==> src/scpr_pkg.sv <==
// Shared constants, types and command struct for the second-chance page replacer.
`default_nettype none
package scpr_pkg;

  localparam int unsigned MaxFrames       = 16;
  localparam int unsigned PageBits        = 16;
  localparam int unsigned SlotBits        = 4;
  localparam int unsigned CountBits       = 5;
  localparam int unsigned FaultBits       = 32;
  localparam int unsigned DataBits        = 32;
  localparam int unsigned AddrBits        = 3;
  localparam int unsigned FrameCountReset = 4;

  typedef enum logic [1:0] {
    StIdle,
    StSearch,
    StSweep
  } scpr_state_e;

  // Register index of the frame count, decoded from the word address.
  localparam logic RegFrameCount = 1'b0;

  // Command from the sequencer to the frame store.
  typedef struct packed {
    logic                clr_all;
    logic                ref_set;
    logic                ref_clr;
    logic                page_wr;
    logic [SlotBits-1:0] slot;
  } scpr_cmd_t;

endpackage
`default_nettype wire

==> src/scpr_frames.sv <==
// Frame store: page numbers, reference bits and the single shared page comparator.
`default_nettype none
module scpr_frames (
  input  wire logic                               clk_i,
  input  wire logic                               rst_ni,
  input  wire scpr_pkg::scpr_cmd_t                cmd_i,
  input  wire logic [scpr_pkg::PageBits-1:0]      page_i,
  output logic      [scpr_pkg::PageBits-1:0]      rd_page_o,
  output logic                                    rd_ref_o,
  output logic                                    match_o
);

  logic [scpr_pkg::PageBits-1:0]  pages_q [scpr_pkg::MaxFrames];
  logic [scpr_pkg::MaxFrames-1:0] ref_q;

  // Payload store: no reset, written only on fill or replace.
  always_ff @(posedge clk_i) begin
    if (cmd_i.page_wr) begin
      pages_q[cmd_i.slot] <= page_i;
    end
  end

  always_ff @(posedge clk_i or negedge rst_ni) begin
    if (!rst_ni) begin
      ref_q <= '0;
    end else if (cmd_i.clr_all) begin
      ref_q <= '0;
    end else if (cmd_i.ref_set) begin
      ref_q[cmd_i.slot] <= 1'b1;
    end else if (cmd_i.ref_clr) begin
      ref_q[cmd_i.slot] <= 1'b0;
    end
  end

  assign rd_page_o = pages_q[cmd_i.slot];
  assign rd_ref_o  = ref_q[cmd_i.slot];
  assign match_o   = (pages_q[cmd_i.slot] == page_i);

endmodule
`default_nettype wire

==> config.mk <==
export PLATFORM = sky130hd
export DESIGN_NAME = scpr_frames
export DESIGN_NICKNAME = d
export VERILOG_FILES = /design/src/scpr_pkg.sv /design/src/scpr_frames.sv
export SDC_FILE = /design/constraint.sdc
export NUM_CORES = 1
export LEC_CHECK = 0
export ABC_CLOCK_PERIOD_IN_PS = 1800
export BUFFER_PORTS_ARGS = -buffer_cell sky130_fd_sc_hd__buf_2
export CAP_MARGIN = 20
export CORE_AREA = 4 4 163 133
export DETAILED_ROUTE_END_ITERATION = 10
export DIE_AREA = 0 0 167 137
export GPL_ROUTABILITY_DRIVEN = 0
export PLACE_DENSITY = 0.8
export SETUP_SLACK_MARGIN = 0.3
export SYNTH_ARGS = -nofsm -noshare
export SYNTH_HDL_FRONTEND = slang
export SYNTH_SLANG_ARGS = --single-unit
==> constraint.sdc <==
create_clock -name clk_i -period 1.8 [get_ports clk_i]
set_input_delay 0.09 -clock clk_i [delete_from_list [all_inputs] [get_ports clk_i]]
set_output_delay 0.09 -clock clk_i [all_outputs]
set_load 0.03 [all_outputs]
Word level (Yosys, flattened, before mapping)
Memory sizes are Yosys's and may differ from the RTL's.
Cells that the tools add are included.
{"block": "totals", "ff_bits": 16, "latch_bits": 0, "mem_bits_rw": 256, "mem_bits_ro": 0, "inputBits": 26, "mem_count": 1, "word_cells": 19}
{"block": "classes", "shifts": 0, "n_lt_le_gt_ge": 2, "mul": 0, "div_mod_pow": 0, "mux": 9, "eq_ne": 1, "n_addsub": 0, "bitwise_logic": 3, "n_reduce_logical": 2}
{"memory": "pages_q", "words": 16, "word_bits": 16, "read_ports": 1, "rd_ports_with_merged_regs": 0, "write_ports": 1, "line": "scpr_frames.sv:13", "text": "logic [scpr_pkg::PageBits-1:0] pages_q [scpr_pkg::MaxFrames];"}
{"cell": "$mux W16", "count": 3}
{"cell": "$and A16 B16 Y16", "count": 1}
{"cell": "$eq A16 B16 Y1", "count": 1}
{"cell": "$not A16 Y16", "count": 1}
{"cell": "$or A16 B16 Y16", "count": 1}
{"cell": "$lt A4 B5 Y1 const B", "count": 1}
{"cell": "$bmux W1 S4", "count": 1}
{"cell": "$demux W1 S4", "count": 1}
{"cell": "$ge A4 B1 Y1 const B", "count": 1}
{"cell": "$mux W1", "count": 4}
{"cell": "$reduce_bool A3 Y1", "count": 1}
{"cell": "$logic_and A1 B1 Y1", "count": 1}

Logic depth before layout (Yosys ltp)
Gate-level depths: netlist (run 1).
{"block": "depth", "word_depth": 9, "ltp_mapped": 9, "ltp_nobuf": 6}

Worst setup path after synthesis (run 1)
No wires, ideal clock.
{"block": "synth_timing", "path_type": "input to register", "startpoint": "input cmd_i[1] (netlist bit)", "endpoint": "memory pages_q[10][0] (netlist bit) (enable)", "cell_stages": 7, "path_slack_ps": -593, "setup_time_ps": 388, "t_arrival_ps": 2004, "path_cell_list": "buf_2 > buf_2 > buf_2 > buf_2 > nor2b_1 > nand2_1 > nor2_1"}
{"item": "start, declared", "line": "scpr_frames.sv:6", "text": "input wire scpr_pkg::scpr_cmd_t cmd_i,"}
{"item": "end, declared", "line": "scpr_frames.sv:13"}
Straight into the memory's write port.

Worst setup path in the final report (run 1)
{"block": "layout_timing", "startpoint": "memory pages_q[3][6] (netlist bit)", "endpoint": "output match_o"}
{"block": "layout_between", "elab_chain_len": 2}
{"item": "$mem_v2 Z16 W16"}
{"item": "$eq A16 B16 Y1", "line": "scpr_frames.sv:37", "text": "assign match_o = (pages_q[cmd_i.slot] == page_i);"}
{"item": "end, declared", "line": "scpr_frames.sv:10", "text": "output logic match_o"}
Every way passes these cells.

==> results of run 1 <==
==> final cells by class <==
cell class              count  share of cell area [%]
clock buffers              28                   4.672
well taps                 264                   2.423
multi-input cells         239                   20.95
repair buffers            156                   12.14
flip-flops and latches    272                   59.34
clock inverters            13                  0.4773
==> timing repair <==
item,in CTS,in global routing
endpoints found under the setup margin,18,18
gates resized for setup,58,11
hold buffers,14,0
endpoints found under the hold margin,164,0
cloned,0,0
pin swaps,13,9
buffers inserted,4,1
==> power by group <==
group / leakage [nW] / switching (mW) / internal [mW] / total [mW]
clock network: 0.342 / 2.12 / 2.52 / 4.64
logic: 1.77 / 0.731 / 0.684 / 1.41
registers: 2.53 / 0.0354 / 7.05 / 7.08
total: 4.65 / 2.89 / 10.3 / 13.1
==> cells in the mapped netlist (7+ instances only) <==
cell type / instances / area (um2)
edfxtp_1: 256 / 7687
mux4_2: 51 / 1149
mux2i_1: 32 / 320.3
nor2_1: 18 / 67.56
a21oi_1: 16 / 80.08
a22oi_1: 16 / 120.1
dfrtp_1: 16 / 400.4
o21ai_0: 16 / 80.08
o221a_2: 16 / 180.2
o22a_1: 16 / 140.1
clkbuf_1: 15 / 56.30
xnor2_1: 14 / 122.6
nand3_1: 12 / 60.06
nand2_1: 10 / 37.54
buf_2: 9 / 45.04
nand4_1: 7 / 43.79
==> path summary, 6_finish.rpt <==
kind	from	endpoint	slack (ns)	depth (start not counted)
max	pages_q[3][6]	match_o	-1.03	7
min reg2reg	ref_q[10]	ref_q[10]	0.55	2
max reg2reg	ref_q[14]	ref_q[14]	0.97	3
max in group asynchronous	rst_ni	ref_q[8]	1.50	2
min in group asynchronous	rst_ni	ref_q[3]	0.03	2
min	page_i[11]	pages_q[6][11]	0.02	1
==> state kept, by name, summed over array words and instances, names as in the netlist <==
register	count
pages_q	256
ref_q	16
==> worst reg2reg max path: stages (launching register included) <==
cell     delay [ns]
dfrtp_1        0.38
buf_4          0.13
o21ai_0        0.09
a21oi_1        0.10
==> through the flow <==
stage               hold slack [ns]  total power [mW]  instance area [um2]  instances  setup TNS [ns]
finish                      0.02272             13.14                13630        972          -6.258
global route                0.02683             13.58                13630        972          -7.232
global placement           0.008520             8.379                12480        912          -1.379
floorplan                   -0.2056             7.903                11160        547          -4.377
CTS                        0.002690             13.16                13560        971          -6.488
detailed placement          0.01822             8.425                12480        912          -2.201
==> per-layer routing <==
metal	share of wire [%]	up-vias	global-route usage (%)
li1	-	2560	-
met1	38	3142	31.59
met2	49	347	38.74
met3	10	53	6.064
met4	2.1	0	5.498
met5	0	-	0
==> cell families (layout without fill, tap and decap cells) <==
group / after synthesis / in the layout / synth area share (%)
XOR/XNOR: 16 / 16 / 1.429
flip-flops: 272 / 272 / 74.47
buffers and inverters: 36 / 197 / 1.947
multiplexers: 85 / 85 / 14.01
AND/OR/NAND/NOR: 58 / 58 / 2.615
AO/OA/AOI/OAI: 80 / 80 / 5.530
==> out/qor.txt, run 1 <==
CP max stage delay: 0.53 ns
Final Max Tran Viols: 0
clock root buffer master: clkbuf_16
first-pass GRT wire length: 39,450 um
Tmin final: 2.832 ns
RSZ-0062 raised after global routing: yes
post-route DRC violation count: 0
CP Cell Sequence: mux4_2 > o22a_1 > o221a_4 > xnor2_1 > nand4_1 > nor4_4 > buf_6
Layout Nets: 720
DRT Wirelength: 26,310 um
commonest non-fill, non-tap cell in the layout: edfxtp_1
Overall Global Routing Usage: 23.31%
Detail Placement HPWL: 15,990 um
failing checks: setup timing
outcome: finished, violations left
CP endpoint kind: output port
DRT iter0 DRCs: 821
Async SR Flop Fraction: 5.882%
filler cell count: 1,176
WL per Instance: 27.07 um
Hold Crit Class: in -> reg
Netlist Area Pre-Place: 10,860 um2
full die area: 22,880 um2
Setup CP Type: reg -> out
LEAKAGE: 4.645 nW
commonest cells after routing, fill and taps aside: edfxtp_1 (256), mux4_2 (53), buf_4 (50)
family with the most delay on the worst path: simple AND/OR/NAND/NOR gates
Critical Path Fanout Max: 2
CTS tree: yes
yosys warns: 0
Fmax: 0.3532 GHz
clock latency on the worst-skew pair: 0.51 ns
CTS sink count: 272
GRT overflow: 0
crit share post-route: 157.3%
Worst Setup Slack post-DPL: -0.9019 ns
vias in the first global route: 6,297
Pwr Density: 964.2 nW/um2
Vias/cell: 6.278
FF+latch count, synth: 272
Final WS setup: -1.032 ns
via count: 6,102
CP max stage cell: mux4_2
# setup viols final: 18
Die X: 167 um
Max IR drop VDD: 0.6182 mV
Die Ht: 137 um
clk_skew: 0 ns
htree depth: 1
synth-to-layout area growth: 25.51%
FP Rows: 46
sequential area share after synthesis: 74.47%
area taken by multi-input logic gates: 2855 um2
Worst Tran Pin Value: 0.6179 ns
largest net degree at the start of global routing: 25
DR pass1 iterations: 5
PortBufs: 43
Initial Util: 54.69%
WP data required: 1.71 ns
layout cells sized above 1: 37.85%
CP Launch Type: flip-flop
Top Ports: 44
Finished Core Util: 68.65%
Hold Vio Cnt, Final: 0
Longest Clk Path Bufs: 3
clock-pin slew on the worst setup and hold paths: 0.07 ns
ANT cells: 0
synthesized net count: 573
crit path DAT: 2.74 ns
Num CTS Buffers: 25
Worst slew margin: 58.67%
Max Cap Viol: 0
Core Area: 19,860 um2
ys flop type: edfxtp_1
Register Area: 8088 um2
Syn Area/Cell: 19.85 um2
antenna violations before repair: 0
Syn Inst Count: 547
Netlist cell types: 28
Critical path buffers and inverters: 1
EDFF count, synth: 256
Antenna Nets Post-Route: 0
Note: power is estimated with default switching activity, not from simulation.
==> run 2, diff against run 1 <==
SETUP_SLACK_MARGIN = 0.2   (was 0.3)
==> run 2 against run 1 <==
Against the previous run:
- the run still ends with setup timing left
- sequential cell count is the same
- critical path type unchanged
- final cell count grew 2.1%
- largest cell class unchanged
- via count shrank 0.39%
- clock skew is the same
==> out/qor.txt, run 2 (synthesis gave the netlist of run 1 again) <==
GRT overflow: 0 (unchanged)
via count: 6,078 (was 6,102)
Setup CP Type: reg -> out (unchanged)
DRT iter0 DRCs: 679 (was 821)
power share of the clock group: 37.1% (was 35.3%)
R2R Path Start: ref_q[7] (was ref_q[14])
Die X: 167 um (unchanged)
Largest register FFs: 256 (unchanged)
CP Launch Type: flip-flop (unchanged)
clock-pin slew on the worst setup and hold paths: 0.06 ns (was 0.07 ns)
Net Sw Frac: 21.67% (was 21.97%)
full die area: 22,880 um2 (unchanged)
crit path DAT: 2.74 ns (about the same)
Post-Layout Cell Count: 992 (was 972)
Tmin final: 2.833 ns (was 2.832 ns)
CTS sink count: 272 (unchanged)
first-pass GRT wire length: 38,700 um (was 39,450 um)
clk_skew: 0 ns (unchanged)
DR pass1 iterations: 5 (unchanged)
FP Rows: 46 (unchanged)
Overall Global Routing Usage: 22.85% (was 23.31%)
largest reg by FF count: pages_q (unchanged)
Worst Tran Pin Value: 0.6149 ns (was 0.6179 ns)
post-route DRC violation count: 0 (unchanged)
Antenna Nets Post-Route: 0 (unchanged)
Net Sw Power: 2.927 mW (was 2.888 mW)
Final Max Tran Viols: 0 (unchanged)
Worst Setup Slack post-DPL: -0.6442 ns (was -0.9019 ns)
Num CTS Buffers: 25 (unchanged)
r2r setup slk: 0.82 ns (was 0.97 ns)
outcome: finished, violations left (unchanged)
crit path to: match_o (unchanged)
Hold Crit Class: in -> async (was in -> reg)
Worst slew margin: 58.87% (was 58.67%)
RSZ-0062 raised after global routing: yes (unchanged)
Detail Placement HPWL: 16,640 um (was 15,990 um)
Die Ht: 137 um (unchanged)
WP data required: 1.71 ns (about the same)
internal power of the cells: 10.58 mW (was 10.25 mW)
commonest cells after routing, fill and taps aside: edfxtp_1 (256), buf_4 (71), mux4_2 (53) (was edfxtp_1 (256), mux4_2 (53), buf_4 (50))
htree depth: 1 (unchanged)
Finished Core Util: 69.29% (was 68.65%)
Layout Nets: 735 (was 720)
synth-to-layout area growth: 26.68% (was 25.51%)
ANT cells: 0 (unchanged)
Top Ports: 44 (unchanged)
RR Endpoint: ref_q[7] (was ref_q[14])
Core Area: 19,860 um2 (unchanged)
clock latency on the worst-skew pair: 0.51 ns (about the same)
Fmax: 0.3529 GHz (was 0.3532 GHz)
DRT Wirelength: 26,260 um (was 26,310 um)
Hold Vio Cnt, Final: 0 (unchanged)
Initial Util: 54.69% (unchanged)
R2R depth: 4 (was 3)
Max IR drop VDD: 0.7780 mV (was 0.6182 mV)
Comb power frac: 10.4% (was 10.8%)
Final WS setup: -1.033 ns (was -1.032 ns)
antenna violations before repair: 0 (unchanged)
# setup viols final: 18 (unchanged)
Critical Path Fanout Max: 2 (unchanged)
Vias/cell: 6.127 (was 6.278)
failing checks: setup timing (unchanged)
biggest registers after layout: pages_q (256), ref_q (16) (unchanged)
Longest Clk Path Bufs: 3 (unchanged)
WL per Instance: 26.47 um (was 27.07 um)
LEAKAGE: 4.724 nW (was 4.645 nW)
sequential share of power: 52.5% (was 53.9%)
largest net degree at the start of global routing: 19 (was 25)
PortBufs: 43 (unchanged)
Pwr Density: 981.6 nW/um2 (was 964.2 nW/um2)
layout cells sized above 1: 39.01% (was 37.85%)
Max Cap Viol: 0 (unchanged)
commonest non-fill, non-tap cell in the layout: edfxtp_1 (unchanged)
Crit. Startpoint: pages_q[13][9] (was pages_q[3][6])
clock root buffer master: clkbuf_16 (unchanged)
placed cells: 923 (was 912)
CP endpoint kind: output port (unchanged)
crit share post-route: 157.4% (was 157.3%)
vias in the first global route: 6,236 (was 6,297)
CTS tree: yes (unchanged)
## run 2: changes by cell type in the layout (fill, tap and decap cells not counted), sizes merged
cell / change
dlygate4sd3: +2
clkinvlp: +1
bufinv: +2
buf: +13
clkinv: -1
clkbuf: +3
## run 2: how the worst min path moves through the flow
stage | end | cells past startpoint | startpoint
floorplan | ref_q[0] | 0 | rst_ni
CTS | ref_q[9] | 2 | rst_ni
global placement | ref_q[0] | 1 | rst_ni
global route | ref_q[9] | 2 | rst_ni
finish | ref_q[9] | 2 | rst_ni
detailed placement | ref_q[0] | 1 | rst_ni
## run 2: routing by layer
| layer | up-vias | track usage [%] | share of wire [%] |
|---|---|---|---|
| met5 | - | 0 | 0 |
| li1 | 2597 | - | - |
| met1 | 3170 | 32.19 | 41 |
| met2 | 257 | 37.57 | 50 |
| met4 | 0 | 5.588 | 2.4 |
| met3 | 54 | 4.620 | 6.7 |
## run 2: power groups by stage
stage          Sequential [mW]  Clock (mW)  Combinational, mW
5_1_grt                   7.09        5.39               1.48
3_3_place_gp              7.20           0               1.18
6_report                  7.09        5.02               1.40
4_1_cts                   7.08        5.11               1.37
2_1_floorplan             7.20           0              0.695
3_5_place_dp              7.22           0               1.22
## run 2: layout make-up
cell class	count	area [um2]
repair buffers	171	1733
well taps	264	330.3
clock inverters	15	123.9
clock buffers	31	648.1
flip-flops and latches	272	8088
multi-input cells	239	2835
fillers	1224	6098
## run 2: critical path: stages (launching register included)
cell and delay (ns):
edfxtp_1 0.37, mux4_2 0.46, o22a_1 0.25, o221a_4 0.14, xnor2_2 0.13, buf_4 0.14
nand4_1 0.21, nor4_4 0.30, buf_4 0.21
## run 2: through the flow
stage	total power, mW	setup TNS, ns	hold WS [ns]	cell area, um2
6_report	13.51	-5.931	0.007267	13760
3_3_place_gp	8.388	-20.90	0.005136	12530
5_1_grt	13.95	-6.982	0.03572	13760
3_5_place_dp	8.435	-28.20	0.01548	12530
4_1_cts	13.57	-6.418	0.001612	13700
2_1_floorplan	7.898	-3.737	-0.2056	11130
## run 2: timing repair
action                                 4_1_cts  5_1_grt
endpoints found under the hold margin      202        0
setup buffers                                5        2
setup endpoints to repair                   18       18
resized for setup                           52       12
pin swaps                                   13       10
hold buffers                                16        0
==> run 3, diff against run 2 <==
MAX_ROUTING_LAYER = met4   (was unset)
==> run 3 against run 2 <==
Against the previous run:
- the flow still finishes with violations (setup timing)
- sequential cell count stayed put
- final area is the same
- combinational power barely moved
- clock skew stayed put
- final cell count unchanged
- via count up 0.67%
- first-iteration DRC count rose by 5.3%
- utilization unchanged
- critical path type unchanged
- largest power group unchanged
- highest routed layer unchanged
==> out/qor.txt, run 3 (synthesis gave the netlist of run 1 again) <==
Crit. Startpoint: pages_q[13][9] (unchanged)
commonest cells after routing, fill and taps aside: edfxtp_1 (256), buf_4 (71), mux4_2 (53) (unchanged)
largest net degree at the start of global routing: 19 (unchanged)
Die Ht: 137 um (unchanged)
GRT overflow: 0 (unchanged)
Top Ports: 44 (unchanged)
Vias/cell: 6.168 (was 6.127)
Initial Util: 54.69% (unchanged)
Largest register FFs: 256 (unchanged)
Antenna Nets Post-Route: 0 (unchanged)
antenna violations before repair: 0 (unchanged)
number of cells on the critical path: 8 (unchanged)
RSZ-0062 raised after global routing: yes (unchanged)
clock latency on the worst-skew pair: 0.51 ns (about the same)
via count: 6,119 (was 6,078)
CP Launch Type: flip-flop (unchanged)
largest reg by FF count: pages_q (unchanged)
post-route DRC violation count: 0 (unchanged)
total negative slack: -5.943 ns (was -5.931 ns)
LEAKAGE: 4.724 nW (unchanged)
WP data required: 1.71 ns (about the same)
DRT iter0 DRCs: 715 (was 679)
Tmin final: 2.834 ns (was 2.833 ns)
Layout Nets: 735 (unchanged)
crit path to: match_o (unchanged)
ANT cells: 0 (unchanged)
layout cells sized above 1: 39.01% (unchanged)
Pwr Density: 982.8 nW/um2 (was 981.6 nW/um2)
CP max stage cell: mux4_2 (unchanged)
CP endpoint kind: output port (unchanged)
DRT Wirelength: 26,260 um (unchanged)
CP most frequent cell: buf_4 (unchanged)
Longest Clk Path Bufs: 3 (unchanged)
Hold Vio Cnt, Final: 0 (unchanged)
Final Max Tran Viols: 0 (unchanged)
DR pass1 iterations: 5 (unchanged)
Max Cap Viol: 0 (unchanged)
failing checks: setup timing (unchanged)
htree depth: 1 (unchanged)
Critical Path Fanout Max: 2 (unchanged)
family with the most delay on the worst path: simple AND/OR/NAND/NOR gates (unchanged)
synth-to-layout area growth: 26.68% (unchanged)
CP max stage delay: 0.46 ns (about the same)
Worst Tran Pin Value: 0.6647 ns (was 0.6149 ns)
biggest registers after layout: pages_q (256), ref_q (16) (unchanged)
Fmax: 0.3529 GHz (about the same)
CP Cell Sequence: mux4_2 > o22a_1 > o221a_4 > xnor2_2 > buf_4 > nand4_1 > nor4_4 > buf_4 (unchanged)
filler cell count: 1,224 (unchanged)
Overall Global Routing Usage: 23.58% (was 22.85%)
RR Endpoint: ref_q[7] (unchanged)
# setup viols final: 18 (unchanged)
Detail Placement HPWL: 16,640 um (unchanged)
crit share post-route: 157.4% (about the same)
R2R Path Start: ref_q[7] (unchanged)
CTS tree: yes (unchanged)
Worst slew margin: 55.54% (was 58.87%)
Setup CP Type: reg -> out (unchanged)
PortBufs: 43 (unchanged)
clk_skew: 0 ns (unchanged)
Finished Core Util: 69.29% (unchanged)
Hold Crit Class: in -> async (unchanged)
crit path DAT: 2.74 ns (about the same)
full die area: 22,880 um2 (unchanged)
clock root buffer master: clkbuf_16 (unchanged)
clock-pin slew on the worst setup and hold paths: 0.06 ns (about the same)
Core Area: 19,860 um2 (unchanged)
CTS sink count: 272 (unchanged)
Die X: 167 um (unchanged)
R2R depth: 4 (unchanged)
FP Rows: 46 (unchanged)
vias in the first global route: 6,217 (was 6,236)
outcome: finished, violations left (unchanged)
Num CTS Buffers: 25 (unchanged)
Critical path buffers and inverters: 2 (unchanged)
WL per Instance: 26.47 um (unchanged)
first-pass GRT wire length: 38,710 um (was 38,700 um)
commonest non-fill, non-tap cell in the layout: edfxtp_1 (unchanged)
r2r setup slk: 0.82 ns (about the same)
Max IR drop VDD: 0.7888 mV (was 0.7780 mV)
Final WS setup: -1.034 ns (was -1.033 ns)
-- run 3: how the worst min path moves through the flow --
stage | slack, ns | endpoint | cells past startpoint
after floorplan | -0.21 | ref_q[0] | 0
final | 0.01 | ref_q[12] | 2
after global routing | 0.04 | ref_q[9] | 2
after CTS | 0.002 | ref_q[9] | 2
after detailed placement | 0.02 | ref_q[0] | 1
after global placement | 0.005 | ref_q[0] | 1
-- run 3: final cells by class --
type	count	area, um2	share of cell area (%)
Clock inverter	15	123.9	0.9003
Clock buffer	31	648.1	4.711
Sequential cell	272	8088	58.79
Multi-Input combinational cell	239	2835	20.61
Timing Repair Buffer	171	1733	12.60
Tap cell	264	330.3	2.401
-- run 3: metrics by stage --
stage               cells  hold WS, ns  instance area [um2]  setup slack (ns)  total power [mW]
floorplan             547      -0.2056                11130           -0.2914             7.898
global placement      923     0.005136                12530           -0.6588             8.388
detailed placement    923      0.01548                12530           -0.6442             8.435
CTS                   990     0.001612                13700            -1.131             13.57
global route          992      0.03575                13760            -1.140             13.96
finish                992      0.01229                13760            -1.034             13.52
-- run 3: what timing repair did --
item                                    4_1_cts  5_1_grt
pin swaps                                    13       10
endpoints found under the setup margin       18       18
resized for setup                            52       12
hold endpoints to repair                    202        0
hold buffers                                 16        0
setup buffers                                 5        2
-- run 3: layer usage --
layer,vias up,global-route usage [%],wire (um)
met1,3163,32.17,10590
met3,51,4.822,2119
met5,-,-,0
met2,306,37.48,12930
li1,2599,-,-
met4,0,5.725,623
-- run 3: power by group --
group / leakage [nW] / internal (mW) / switching (mW)
clock: 0.377 / 2.84 / 2.19
sequential: 2.53 / 7.05 / 0.0363
combinational: 1.81 / 0.686 / 0.719
total: 4.72 / 10.6 / 2.94
